==> src/hdl/swrm_pkg.sv <==
// ----------------------------------------------------------------------------
// swrm_pkg
// Shared widths, constants, state types and control structs of the sliding
// window rate meter.
// ----------------------------------------------------------------------------
package swrm_pkg;

  // Ring depth default.
  localparam int NumSlotsDefault = 16;

  // Field widths.
  localparam int CountW   = 32;
  localparam int TimeW    = 64;
  localparam int DurW     = 48;
  localparam int PktSumW  = 40;
  localparam int DurSumW  = 56;
  localparam int RateW    = 48;
  localparam int CfgDataW = 48;

  // Stored ring entry: packet count above, duration below.
  localparam int EntryW = CountW + DurW;

  // Bitrate product: total packets times bits per packet times 1e9.
  localparam int ConstW = 41;
  localparam logic [ConstW-1:0] BitsTimesNs = 41'd1504000000000;
  localparam int HalfW  = PktSumW / 2;
  localparam int PartW  = HalfW + ConstW;
  localparam int ProdW  = PktSumW + ConstW;
  localparam int CntW   = $clog2(RateW + 1);

  localparam logic [RateW-1:0] RateMax = {RateW{1'b1}};
  localparam logic [DurW-1:0]  DurMax  = {DurW{1'b1}};

  // Register reset values.
  localparam logic [CountW-1:0] MinPacketsReset  = 32'd10000;
  localparam logic [DurW-1:0]   MinIntervalReset = 48'd50000000;

  // Configuration register indexes.
  localparam logic CfgMinPackets  = 1'b0;
  localparam logic CfgMinInterval = 1'b1;

  // Operation codes.
  localparam logic OpReport  = 1'b0;
  localparam logic OpRestart = 1'b1;

  // Main sequencer states.
  typedef enum logic [2:0] {
    ST_IDLE,
    ST_CALC,
    ST_DECIDE,
    ST_APPLY,
    ST_RATE,
    ST_WAIT,
    ST_DONE
  } swrm_state_e;

  // Bitrate unit states.
  typedef enum logic [2:0] {
    DIV_IDLE,
    DIV_MUL_LO,
    DIV_MUL_HI,
    DIV_CHECK,
    DIV_RUN,
    DIV_DONE
  } swrm_div_state_e;

  // Request to the bitrate unit.
  typedef struct packed {
    logic               start;
    logic [PktSumW-1:0] packets;
    logic [DurSumW-1:0] duration;
  } swrm_div_req_t;

  // Answer from the bitrate unit.
  typedef struct packed {
    logic             done;
    logic [RateW-1:0] bitrate;
  } swrm_div_rsp_t;

endpackage

==> src/hdl/sliding_window_rate_meter.sv <==
// ----------------------------------------------------------------------------
// sliding_window_rate_meter
// Sequence: an input transfer is captured and handled in the calc state (a restart
// clears the meter); when the budget runs out, the clock is examined in the decide
// state and a long enough interval is stored in the apply state; then the bitrate
// unit runs, dividing only when the bitrate is neither zero nor saturated.
// Throughput: one item at a time; a new input waits for the output register.
// Reset: totals, ring valid bits, slot pointer and origins clear at once;
// registers take their reset values; the ring RAM itself is not cleared.
// ----------------------------------------------------------------------------
module sliding_window_rate_meter
  import swrm_pkg::*;
#(
  parameter int NumSlots = NumSlotsDefault
) (
  input  logic                clk_i,
  input  logic                rst_ni,
  // Configuration
  input  logic                cfg_we_i,
  input  logic                cfg_index_i,
  input  logic [CfgDataW-1:0] cfg_data_i,
  // Input channel
  input  logic                in_valid_i,
  output logic                in_ready_o,
  input  logic                operation_i,
  input  logic [CountW-1:0]   packet_count_i,
  input  logic [TimeW-1:0]    now_ns_i,
  // Output channel
  output logic                out_valid_o,
  input  logic                out_ready_i,
  output logic                clock_checked_o,
  output logic [PktSumW-1:0]  total_packets_o,
  output logic [DurSumW-1:0]  total_duration_ns_o,
  output logic [RateW-1:0]    bitrate_bps_o
);

  localparam int SlotW = (NumSlots > 1) ? $clog2(NumSlots) : 1;

  swrm_state_e state_q, state_d;

  // Configuration registers.
  logic [CountW-1:0] min_packets_q;
  logic [DurW-1:0]   min_interval_q;

  // Captured input item.
  logic              op_q, op_d;
  logic [CountW-1:0] count_q, count_d;
  logic [TimeW-1:0]  now_q, now_d;

  // Meter state.
  logic [TimeW-1:0]    session_origin_q, session_origin_d;
  logic [TimeW-1:0]    interval_origin_q, interval_origin_d;
  logic [CountW-1:0]   interval_packets_q, interval_packets_d;
  logic [CountW-1:0]   budget_q, budget_d;
  logic [SlotW-1:0]    next_slot_q, next_slot_d;
  logic [NumSlots-1:0] slot_valid_q, slot_valid_d;
  logic [PktSumW-1:0]  sum_packets_q, sum_packets_d;
  logic [DurSumW-1:0]  sum_duration_q, sum_duration_d;

  // Per-item working registers.
  logic              checked_q, checked_d;
  logic [TimeW-1:0]  in_session_q, in_session_d;
  logic [DurW-1:0]   len_q, len_d;
  logic [CountW-1:0] old_packets_q, old_packets_d;
  logic [DurW-1:0]   old_duration_q, old_duration_d;

  // Output register.
  logic               out_valid_q, out_valid_d;
  logic               out_checked_q, out_checked_d;
  logic [PktSumW-1:0] out_packets_q, out_packets_d;
  logic [DurSumW-1:0] out_duration_q, out_duration_d;
  logic [RateW-1:0]   out_rate_q, out_rate_d;

  // Ring RAM port signals.
  logic              ram_we, ram_re;
  logic [EntryW-1:0] ram_wdata, ram_rdata;

  // Bitrate unit.
  swrm_div_req_t div_req;
  swrm_div_rsp_t div_rsp;

  // Intermediate values.
  logic [CountW:0]   ip_sum;
  logic [CountW-1:0] budget_after;
  logic [TimeW-1:0]  len_full;
  logic              too_short;
  logic [CountW-1:0] half_budget;
  logic [SlotW-1:0]  slot_after;

  logic in_fire;

  assign in_ready_o = (state_q == ST_IDLE);
  assign in_fire    = in_valid_i && in_ready_o;

  assign ip_sum       = {1'b0, interval_packets_q} + {1'b0, count_q};
  assign budget_after = (count_q >= budget_q) ? '0 : (budget_q - count_q);
  assign len_full     = in_session_q - interval_origin_q;
  assign too_short    = len_full[TimeW-1] ||
                        (len_full < {{(TimeW-DurW){1'b0}}, min_interval_q});
  assign half_budget  = min_packets_q >> 1;
  assign slot_after   = (next_slot_q == SlotW'(NumSlots - 1)) ? '0
                                                              : next_slot_q + SlotW'(1);

  assign ram_wdata = {interval_packets_q, len_q};

  assign div_req.start    = (state_q == ST_RATE);
  assign div_req.packets  = sum_packets_q;
  assign div_req.duration = sum_duration_q;

  // Ring storage: one entry per stored interval.
  swrm_ram #(
    .Width(EntryW),
    .Depth(NumSlots)
  ) u_ring (
    .clk_i  (clk_i),
    .we_i   (ram_we),
    .waddr_i(next_slot_q),
    .wdata_i(ram_wdata),
    .re_i   (ram_re),
    .raddr_i(next_slot_q),
    .rdata_o(ram_rdata)
  );

  swrm_divider u_divider (
    .clk_i (clk_i),
    .rst_ni(rst_ni),
    .req_i (div_req),
    .rsp_o (div_rsp)
  );

  // Item sequencer: count or restart; on a check read the oldest entry, decide and write back; then rate.
  always_comb begin
    state_d            = state_q;
    op_d               = op_q;
    count_d            = count_q;
    now_d              = now_q;
    session_origin_d   = session_origin_q;
    interval_origin_d  = interval_origin_q;
    interval_packets_d = interval_packets_q;
    budget_d           = budget_q;
    next_slot_d        = next_slot_q;
    slot_valid_d       = slot_valid_q;
    sum_packets_d      = sum_packets_q;
    sum_duration_d     = sum_duration_q;
    checked_d          = checked_q;
    in_session_d       = in_session_q;
    len_d              = len_q;
    old_packets_d      = old_packets_q;
    old_duration_d     = old_duration_q;
    out_valid_d        = out_valid_q && !out_ready_i;
    out_checked_d      = out_checked_q;
    out_packets_d      = out_packets_q;
    out_duration_d     = out_duration_q;
    out_rate_d         = out_rate_q;
    ram_we             = 1'b0;
    ram_re             = 1'b0;
    unique case (state_q)
      ST_IDLE: begin
        if (in_fire) begin
          op_d    = operation_i;
          count_d = packet_count_i;
          now_d   = now_ns_i;
          state_d = ST_CALC;
        end
      end
      ST_CALC: begin
        if (op_q == OpRestart) begin
          session_origin_d   = now_q;
          interval_origin_d  = '0;
          interval_packets_d = '0;
          budget_d           = min_packets_q;
          next_slot_d        = '0;
          slot_valid_d       = '0;
          sum_packets_d      = '0;
          sum_duration_d     = '0;
          checked_d          = 1'b0;
          state_d            = ST_RATE;
        end else begin
          // Saturating interval count and budget countdown.
          interval_packets_d = ip_sum[CountW] ? {CountW{1'b1}} : ip_sum[CountW-1:0];
          budget_d           = budget_after;
          if (budget_after == '0) begin
            checked_d    = 1'b1;
            in_session_d = now_q - session_origin_q;
            ram_re       = 1'b1;
            state_d      = ST_DECIDE;
          end else begin
            checked_d = 1'b0;
            state_d   = ST_RATE;
          end
        end
      end
      ST_DECIDE: begin
        // A never written entry reads as zero.
        old_packets_d  = slot_valid_q[next_slot_q] ? ram_rdata[EntryW-1:DurW] : '0;
        old_duration_d = slot_valid_q[next_slot_q] ? ram_rdata[DurW-1:0] : '0;
        if (too_short) begin
          budget_d = (half_budget == '0) ? CountW'(1) : half_budget;
          state_d  = ST_RATE;
        end else begin
          len_d   = (len_full[TimeW-1:DurW] != '0) ? DurMax : len_full[DurW-1:0];
          state_d = ST_APPLY;
        end
      end
      ST_APPLY: begin
        // Replace the oldest entry and move the totals with it.
        ram_we                    = 1'b1;
        slot_valid_d[next_slot_q] = 1'b1;
        next_slot_d               = slot_after;
        sum_packets_d  = sum_packets_q - PktSumW'(old_packets_q)
                         + PktSumW'(interval_packets_q);
        sum_duration_d = sum_duration_q - DurSumW'(old_duration_q) + DurSumW'(len_q);
        interval_origin_d  = in_session_q;
        interval_packets_d = '0;
        state_d            = ST_RATE;
      end
      ST_RATE: begin
        state_d = ST_WAIT;
      end
      ST_WAIT: begin
        if (div_rsp.done) begin
          state_d = ST_DONE;
        end
      end
      ST_DONE: begin
        // Load the output register once it is free or being drained.
        if (!out_valid_q || out_ready_i) begin
          out_valid_d    = 1'b1;
          out_checked_d  = checked_q;
          out_packets_d  = sum_packets_q;
          out_duration_d = sum_duration_q;
          out_rate_d     = div_rsp.bitrate;
          state_d        = ST_IDLE;
        end
      end
      default: begin
        state_d = ST_IDLE;
      end
    endcase
  end

  // Control and meter state registers.
  always_ff @(posedge clk_i or negedge rst_ni) begin
    if (!rst_ni) begin
      state_q            <= ST_IDLE;
      min_packets_q      <= MinPacketsReset;
      min_interval_q     <= MinIntervalReset;
      session_origin_q   <= '0;
      interval_origin_q  <= '0;
      interval_packets_q <= '0;
      budget_q           <= MinPacketsReset;
      next_slot_q        <= '0;
      slot_valid_q       <= '0;
      sum_packets_q      <= '0;
      sum_duration_q     <= '0;
      out_valid_q        <= 1'b0;
    end else begin
      state_q            <= state_d;
      session_origin_q   <= session_origin_d;
      interval_origin_q  <= interval_origin_d;
      interval_packets_q <= interval_packets_d;
      budget_q           <= budget_d;
      next_slot_q        <= next_slot_d;
      slot_valid_q       <= slot_valid_d;
      sum_packets_q      <= sum_packets_d;
      sum_duration_q     <= sum_duration_d;
      out_valid_q        <= out_valid_d;
      if (cfg_we_i) begin
        unique case (cfg_index_i)
          CfgMinPackets:  min_packets_q  <= cfg_data_i[CountW-1:0];
          CfgMinInterval: min_interval_q <= cfg_data_i[DurW-1:0];
          default:        min_packets_q  <= min_packets_q;
        endcase
      end
    end
  end

  // Payload registers.
  always_ff @(posedge clk_i) begin
    op_q           <= op_d;
    count_q        <= count_d;
    now_q          <= now_d;
    checked_q      <= checked_d;
    in_session_q   <= in_session_d;
    len_q          <= len_d;
    old_packets_q  <= old_packets_d;
    old_duration_q <= old_duration_d;
    out_checked_q  <= out_checked_d;
    out_packets_q  <= out_packets_d;
    out_duration_q <= out_duration_d;
    out_rate_q     <= out_rate_d;
  end

  assign out_valid_o         = out_valid_q;
  assign clock_checked_o     = out_checked_q;
  assign total_packets_o     = out_packets_q;
  assign total_duration_ns_o = out_duration_q;
  assign bitrate_bps_o       = out_rate_q;

  // The bitrate unit only finishes while the sequencer waits for it.
  assert property (@(posedge clk_i) disable iff (!rst_ni)
    div_rsp.done |-> (state_q == ST_WAIT))
    else $error("bitrate unit finished outside the wait state");

  // A ring write is never issued together with a ring read.
  assert property (@(posedge clk_i) disable iff (!rst_ni)
    !(ram_we && ram_re))
    else $error("ring read and write overlap");

  // The slot pointer stays inside the ring.
  assert property (@(posedge clk_i) disable iff (!rst_ni)
    next_slot_q <= SlotW'(NumSlots - 1))
    else $error("slot pointer out of range");

  // A zero duration reports a zero bitrate.
  assert property (@(posedge clk_i) disable iff (!rst_ni)
    (out_valid_o && (total_duration_ns_o == '0)) |-> (bitrate_bps_o == '0))
    else $error("nonzero bitrate with zero duration");

endmodule

==> src/hdl/swrm_ram.sv <==
// ----------------------------------------------------------------------------
// swrm_ram
// Generic single-write, single-read synchronous RAM with a registered read.
// ----------------------------------------------------------------------------
module swrm_ram #(
  parameter int Width = 8,
  parameter int Depth = 16,
  localparam int AddrW = (Depth > 1) ? $clog2(Depth) : 1
) (
  input  logic             clk_i,
  input  logic             we_i,
  input  logic [AddrW-1:0] waddr_i,
  input  logic [Width-1:0] wdata_i,
  input  logic             re_i,
  input  logic [AddrW-1:0] raddr_i,
  output logic [Width-1:0] rdata_o
);

  logic [Width-1:0] mem_q [Depth];
  logic [Width-1:0] rdata_q;

  // Write port and registered read port.
  always_ff @(posedge clk_i) begin
    if (we_i) begin
      mem_q[waddr_i] <= wdata_i;
    end
    if (re_i) begin
      rdata_q <= mem_q[raddr_i];
    end
  end

  assign rdata_o = rdata_q;

endmodule

==> src/hdl/swrm_divider.sv <==
// ----------------------------------------------------------------------------
// swrm_divider
// Bitrate unit: multiplies the packet total by bits per packet times 1e9 in
// two partial products, then divides by the duration one quotient bit per
// cycle, saturating at the bitrate field maximum; a zero duration gives zero.
// ----------------------------------------------------------------------------
module swrm_divider
  import swrm_pkg::*;
(
  input  logic          clk_i,
  input  logic          rst_ni,
  input  swrm_div_req_t req_i,
  output swrm_div_rsp_t rsp_o
);

  swrm_div_state_e    state_q, state_d;
  logic [PktSumW-1:0] pk_q, pk_d;
  logic [DurSumW-1:0] dur_q, dur_d;
  logic [ProdW-1:0]   prod_q, prod_d;
  logic [DurSumW-1:0] rem_q, rem_d;
  logic [CntW-1:0]    cnt_q, cnt_d;
  logic [RateW-1:0]   rate_q, rate_d;

  logic [PartW-1:0]         part_lo, part_hi;
  logic [DurSumW:0]         trial, diff;
  logic                     take;
  logic [ProdW-RateW-1:0]   prod_top;

  // One restoring division step and the two partial products.
  assign part_lo  = PartW'(pk_q[HalfW-1:0]) * PartW'(BitsTimesNs);
  assign part_hi  = PartW'(pk_q[PktSumW-1:HalfW]) * PartW'(BitsTimesNs);
  assign trial    = {rem_q, prod_q[RateW-1]};
  assign diff     = trial - {1'b0, dur_q};
  assign take     = (trial >= {1'b0, dur_q});
  assign prod_top = prod_q[ProdW-1:RateW];

  // Sequencer of the unit.
  always_comb begin
    state_d = state_q;
    pk_d    = pk_q;
    dur_d   = dur_q;
    prod_d  = prod_q;
    rem_d   = rem_q;
    cnt_d   = cnt_q;
    rate_d  = rate_q;
    unique case (state_q)
      DIV_IDLE: begin
        if (req_i.start) begin
          pk_d    = req_i.packets;
          dur_d   = req_i.duration;
          state_d = DIV_MUL_LO;
        end
      end
      DIV_MUL_LO: begin
        prod_d  = ProdW'(part_lo);
        state_d = DIV_MUL_HI;
      end
      DIV_MUL_HI: begin
        prod_d  = prod_q + (ProdW'(part_hi) << HalfW);
        state_d = DIV_CHECK;
      end
      DIV_CHECK: begin
        // A quotient of 2^48 or more shows already in the upper product bits.
        if (dur_q == '0) begin
          rate_d  = '0;
          state_d = DIV_DONE;
        end else if (DurSumW'(prod_top) >= dur_q) begin
          rate_d  = RateMax;
          state_d = DIV_DONE;
        end else begin
          rem_d   = DurSumW'(prod_top);
          cnt_d   = CntW'(RateW);
          state_d = DIV_RUN;
        end
      end
      DIV_RUN: begin
        // The low product bits shift out while quotient bits shift in.
        rem_d              = take ? diff[DurSumW-1:0] : trial[DurSumW-1:0];
        prod_d[RateW-1:0]  = {prod_q[RateW-2:0], take};
        cnt_d              = cnt_q - CntW'(1);
        if (cnt_q == CntW'(1)) begin
          rate_d  = {prod_q[RateW-2:0], take};
          state_d = DIV_DONE;
        end
      end
      DIV_DONE: begin
        state_d = DIV_IDLE;
      end
      default: begin
        state_d = DIV_IDLE;
      end
    endcase
  end

  // State register.
  always_ff @(posedge clk_i or negedge rst_ni) begin
    if (!rst_ni) begin
      state_q <= DIV_IDLE;
    end else begin
      state_q <= state_d;
    end
  end

  // Datapath registers.
  always_ff @(posedge clk_i) begin
    pk_q   <= pk_d;
    dur_q  <= dur_d;
    prod_q <= prod_d;
    rem_q  <= rem_d;
    cnt_q  <= cnt_d;
    rate_q <= rate_d;
  end

  assign rsp_o.done    = (state_q == DIV_DONE);
  assign rsp_o.bitrate = rate_q;

endmodule
==> config.mk <==
export PLATFORM = sky130hd
export DESIGN_NAME = sliding_window_rate_meter
export DESIGN_NICKNAME = d
export VERILOG_FILES = /design/src/hdl/swrm_pkg.sv /design/src/hdl/sliding_window_rate_meter.sv /design/src/hdl/swrm_ram.sv /design/src/hdl/swrm_divider.sv
export SDC_FILE = /design/constraint.sdc
export NUM_CORES = 2
export LEC_CHECK = 0
export BUFFER_PORTS_ARGS = -buffer_cell sky130_fd_sc_hd__buf_2
export CAP_MARGIN = 20
export CORE_ASPECT_RATIO = 0.5
export CORE_MARGIN = 2
export CORE_UTILIZATION = 40
export DETAILED_ROUTE_END_ITERATION = 8
export GPL_ROUTABILITY_DRIVEN = 1
export PLACE_DENSITY = 0.6
export SLEW_MARGIN = 10
export SYNTH_ARGS = -nofsm -noshare
export SYNTH_HDL_FRONTEND = slang
export SYNTH_SLANG_ARGS = --single-unit
==> constraint.sdc <==
create_clock -name clk_i -period 18.45 [get_ports clk_i]
set_clock_uncertainty 0.2 [all_clocks]
set_input_delay 2.7675 -clock clk_i [delete_from_list [all_inputs] [get_ports clk_i]]
set_output_delay 2.7675 -clock clk_i [all_outputs]
set_load 0.01 [all_outputs]
==> results.toml <==
[outcome]
status = "finished clean"

[clocking]
worst_case_clock_buffer_depth = 4
cts-root-buf = "sky130_fd_sc_hd__clkbuf_16"
worstSkewPairLatency_ns = 0.96
cts_max_level = 4
cts_made_buffers = 237
cts_tree = "done"
cts_repair_resize_count = 0
cts_num_sinks = 2477
clk_pin_slew_worst_paths_ns = 0.07
postCtsSetupBuffers = 0
cts_hold_buffers = 0

[drt]
vias_per_cell = 5.41
post-route-drc-count = 0
detailedRoute.firstIterationViolations = 7270
antenna_violating_nets_post_route = 0
mean_routed_wirelength_per_cell_um = 24.5
vias = 81400
pre_repair_dr_iteration_count = 5
routed_wirelength_um = 368000

[logic_synthesis]
ys_async_sr_fraction_pct = 15.9
ys_types = 97
synth-seq-cells = 2477
synthesis.yosys.warnings = 0
avgSynthCellArea_um2 = 13.4
postSynth.topFlopCell = "sky130_fd_sc_hd__edfxtp_1"
synth-edff-count = 2082
synth_seq_area_share_pct = 54.0
syn-num-nets = 11600
post_synth_instance_area_mm2 = 0.134
post_synth_inst_count = 10000

[grt]
wire_length_of_the_first_global_routing_pass_um = 542000
antenna_found_initial = 17
grt.total_usage_pct = 21.3
grt_start_max_net_pins = 144
grt_pass1_vias = 81900
grt_remaining_overflow = 0

[worst_setup_path]
cp_common_cell = "sky130_fd_sc_hd__fa_1"
crit_buf_inv = 4
crit_path_top_delay_cell = "sky130_fd_sc_hd__a2111oi_0"
critical-path-top-delay-family = "adder cells"
kind_of_start_point_of_the_critical_path = "flip-flop"
required_time_worst_endpoint_ns = 18.87
critical_setup_path_kind = "reg -> reg"
setup.worst_path.end_class = "flip-flop"
cp_data_arrival_time_ns = 10.70
critical-path-max-stage-delay_ns = 0.67
critical_path_peak_fanout = 5

[final_layout]
num-fill-cells = 30000
flow.area_growth_from_synthesis_pct = 11.0
layout.cells.most_common_list = "sky130_fd_sc_hd__edfxtp_1 (2082), sky130_fd_sc_hd__inv_1 (1346), sky130_fd_sc_hd__ha_1 (905), sky130_fd_sc_hd__a21oi_1 (499), sky130_fd_sc_hd__o21ai_0 (482)"
layout.cells.most_common = "sky130_fd_sc_hd__edfxtp_1"
final_layout_size_suffix_gt1_share_pct = 13.2
final_net_count = 11900

[timing]
worst_slew_pin_slew_ns = 1.23
slew_headroom_pct = 17.9
grt_setup_unrepaired = "false"
finalCritPeriodShare_pct = 55.7
final_hold_vio_count = 0
timing.final.crit_period_ns = 10.28
achievable-frequency_ghz = 0.0973
totalNegativeSetupSlack_ns = 0
slew_viol_final = 0
final_setup_violating_endpoints = 0

[place]
dp.final_hpwl_um = 260000
port_buffers = 297
place.gp.congestion = 0.909

[die]
fp.coreArea_mm2 = 0.334
initial_utilization_pct = 40.2
die_width_um = 823
floorplan.die_area_mm2 = 0.340
pin_count = 298
fp-row-count = 150
die-height_um = 413

[flow_run]
max_cap_viol_count = 0

[worst_hold_path]
worstHoldPathType = "reg -> reg"
## kinds of logic after synthesis
| family | after synthesis | synth area share (%) |
|---|---|---|
| AO/OA/AOI/OAI | 1942 | 9.16 |
| XOR/XNOR | 425 | 2.78 |
| adder cells (fa/ha/maj) | 1384 | 15.6 |
| buffers and inverters | 1644 | 4.63 |
| flip-flops | 2477 | 54.0 |
| multiplexers | 530 | 7.84 |
| AND/OR/NAND/NOR | 1619 | 5.96 |
## cell usage after synthesis (all sizes together) (11+ instances only)
cell / n / area [µm²]
and4: 12 / 105
and3: 63 / 394
a21oi: 503 / 2540
a21boi: 24 / 180
a21o: 296 / 2220
a211oi: 40 / 305
a31oi: 51 / 325
and2: 136 / 851
o21a: 96 / 721
nor2: 345 / 1290
nand2: 461 / 1730
mux4: 405 / 9120
xor2: 168 / 1470
fa: 479 / 9590
or3: 73 / 457
mux2: 108 / 1220
o211ai: 21 / 163
nand3: 97 / 485
o21ai: 503 / 2520
o31a: 13 / 114
a221oi: 18 / 158
nor4: 37 / 238
dfstp: 22 / 578
buf: 44 / 208
dfrtp: 373 / 9330
a211o: 12 / 105
or2: 38 / 238
a31o: 19 / 175
o22ai: 84 / 526
a22oi: 15 / 118
nand4: 73 / 457
nand2b: 83 / 519
mux2i: 17 / 170
ha: 905 / 11300
a2111oi: 11 / 103
xnor2: 257 / 2250
nor2b: 67 / 427
clkbuf: 251 / 942
o21bai: 75 / 563
inv: 1347 / 5060
nor3: 96 / 480
edfxtp: 2082 / 62500
o31ai: 36 / 270
## state kept, by name, indices dropped and copies added, names as in the netlist, 64 cells and up
register           cells
session_origin_q      64
in_session_q          64
u_divider.prod_q      81
u_ring.mem_q        1280
now_q                 64
interval_origin_q     64
u_ring.rdata_o        80
## stage by stage
| step | hold WS, ns | setup slack [ns] | instance area (µm²) | utilization, % | instances |
|---|---|---|---|---|---|
| 2_1_floorplan | 0.200 | 8.61 | 134000 | - | 10000 |
| 3_3_place_gp | 0.203 | 8.37 | 141000 | 42.2 | 14600 |
| 3_5_place_dp | 0.205 | 8.26 | 141000 | 42.2 | 14600 |
| 4_1_cts | 0.213 | 8.12 | 149000 | 44.6 | 15000 |
| 5_1_grt | 0.222 | 7.67 | 149000 | 44.6 | 15000 |
| 6_report | 0.212 | 8.17 | 149000 | 44.6 | 15000 |
## cell type report
type                       instances  area, µm²  share of cell area, %
inverter                        1349       5070                   3.41
timing repair buffer             386       2250                   1.51
sequential                      2477      72400                   48.7
clock buffer                     289       6290                   4.23
clock inverter                   146       1540                   1.03
multi-input combinational       5900      55600                   37.4
tap                             4484       5610                   3.77
antenna                            9       22.5                 0.0151
## worst paths after layout
check,depth (start not counted),from,end,slack [ns]
min in group asynchronous,1,rst_ni,sum_packets_q[39]$_DFFE_PN0P_,1.60
setup / recovery,31,u_divider.pk_q[27]$_DFFE_PP_,u_divider.prod_q[79]$_SDFFCE_PN0P_,8.17
max in group asynchronous,5,rst_ni,min_packets_q[7]$_DFFE_PN0P_,12.65
hold reg to reg,0,u_divider.rate_q[41]$_DFFE_PP_,bitrate_bps_o[41]$_DFFE_PP_,0.21
hold / removal,0,u_divider.rate_q[41]$_DFFE_PP_,bitrate_bps_o[41]$_DFFE_PP_,0.21
setup reg to reg,31,u_divider.pk_q[27]$_DFFE_PP_,u_divider.prod_q[79]$_SDFFCE_PN0P_,8.17
## worst register-to-register path: cells and delay by family, from the launching register on
family | cells | cell delay, ns
and+or+nand+nor | 5 | 1.04
DFF | 1 | 0.51
adders and majority gates | 9 | 4.19
xor gates and xnor gates | 1 | 0.15
AOI/OAI and AO/OA | 12 | 3.55
buffers and inverters | 4 | 0.31
## routing by layer
layer  part of all wire [%]  track usage (%)  wire length [µm]  vias up
li1                       -                -                 -    37100
met1                     43             29.4            159000    41300
met2                     47             34.9            172000     2427
met3                    6.3             3.13             23100      505
met4                    3.6             7.21             13300        4
met5                 0.0071                0                26        -
Power is not shown: default switching activity piles up to over one toggle a cycle in this logic, so the estimate is an artifact.
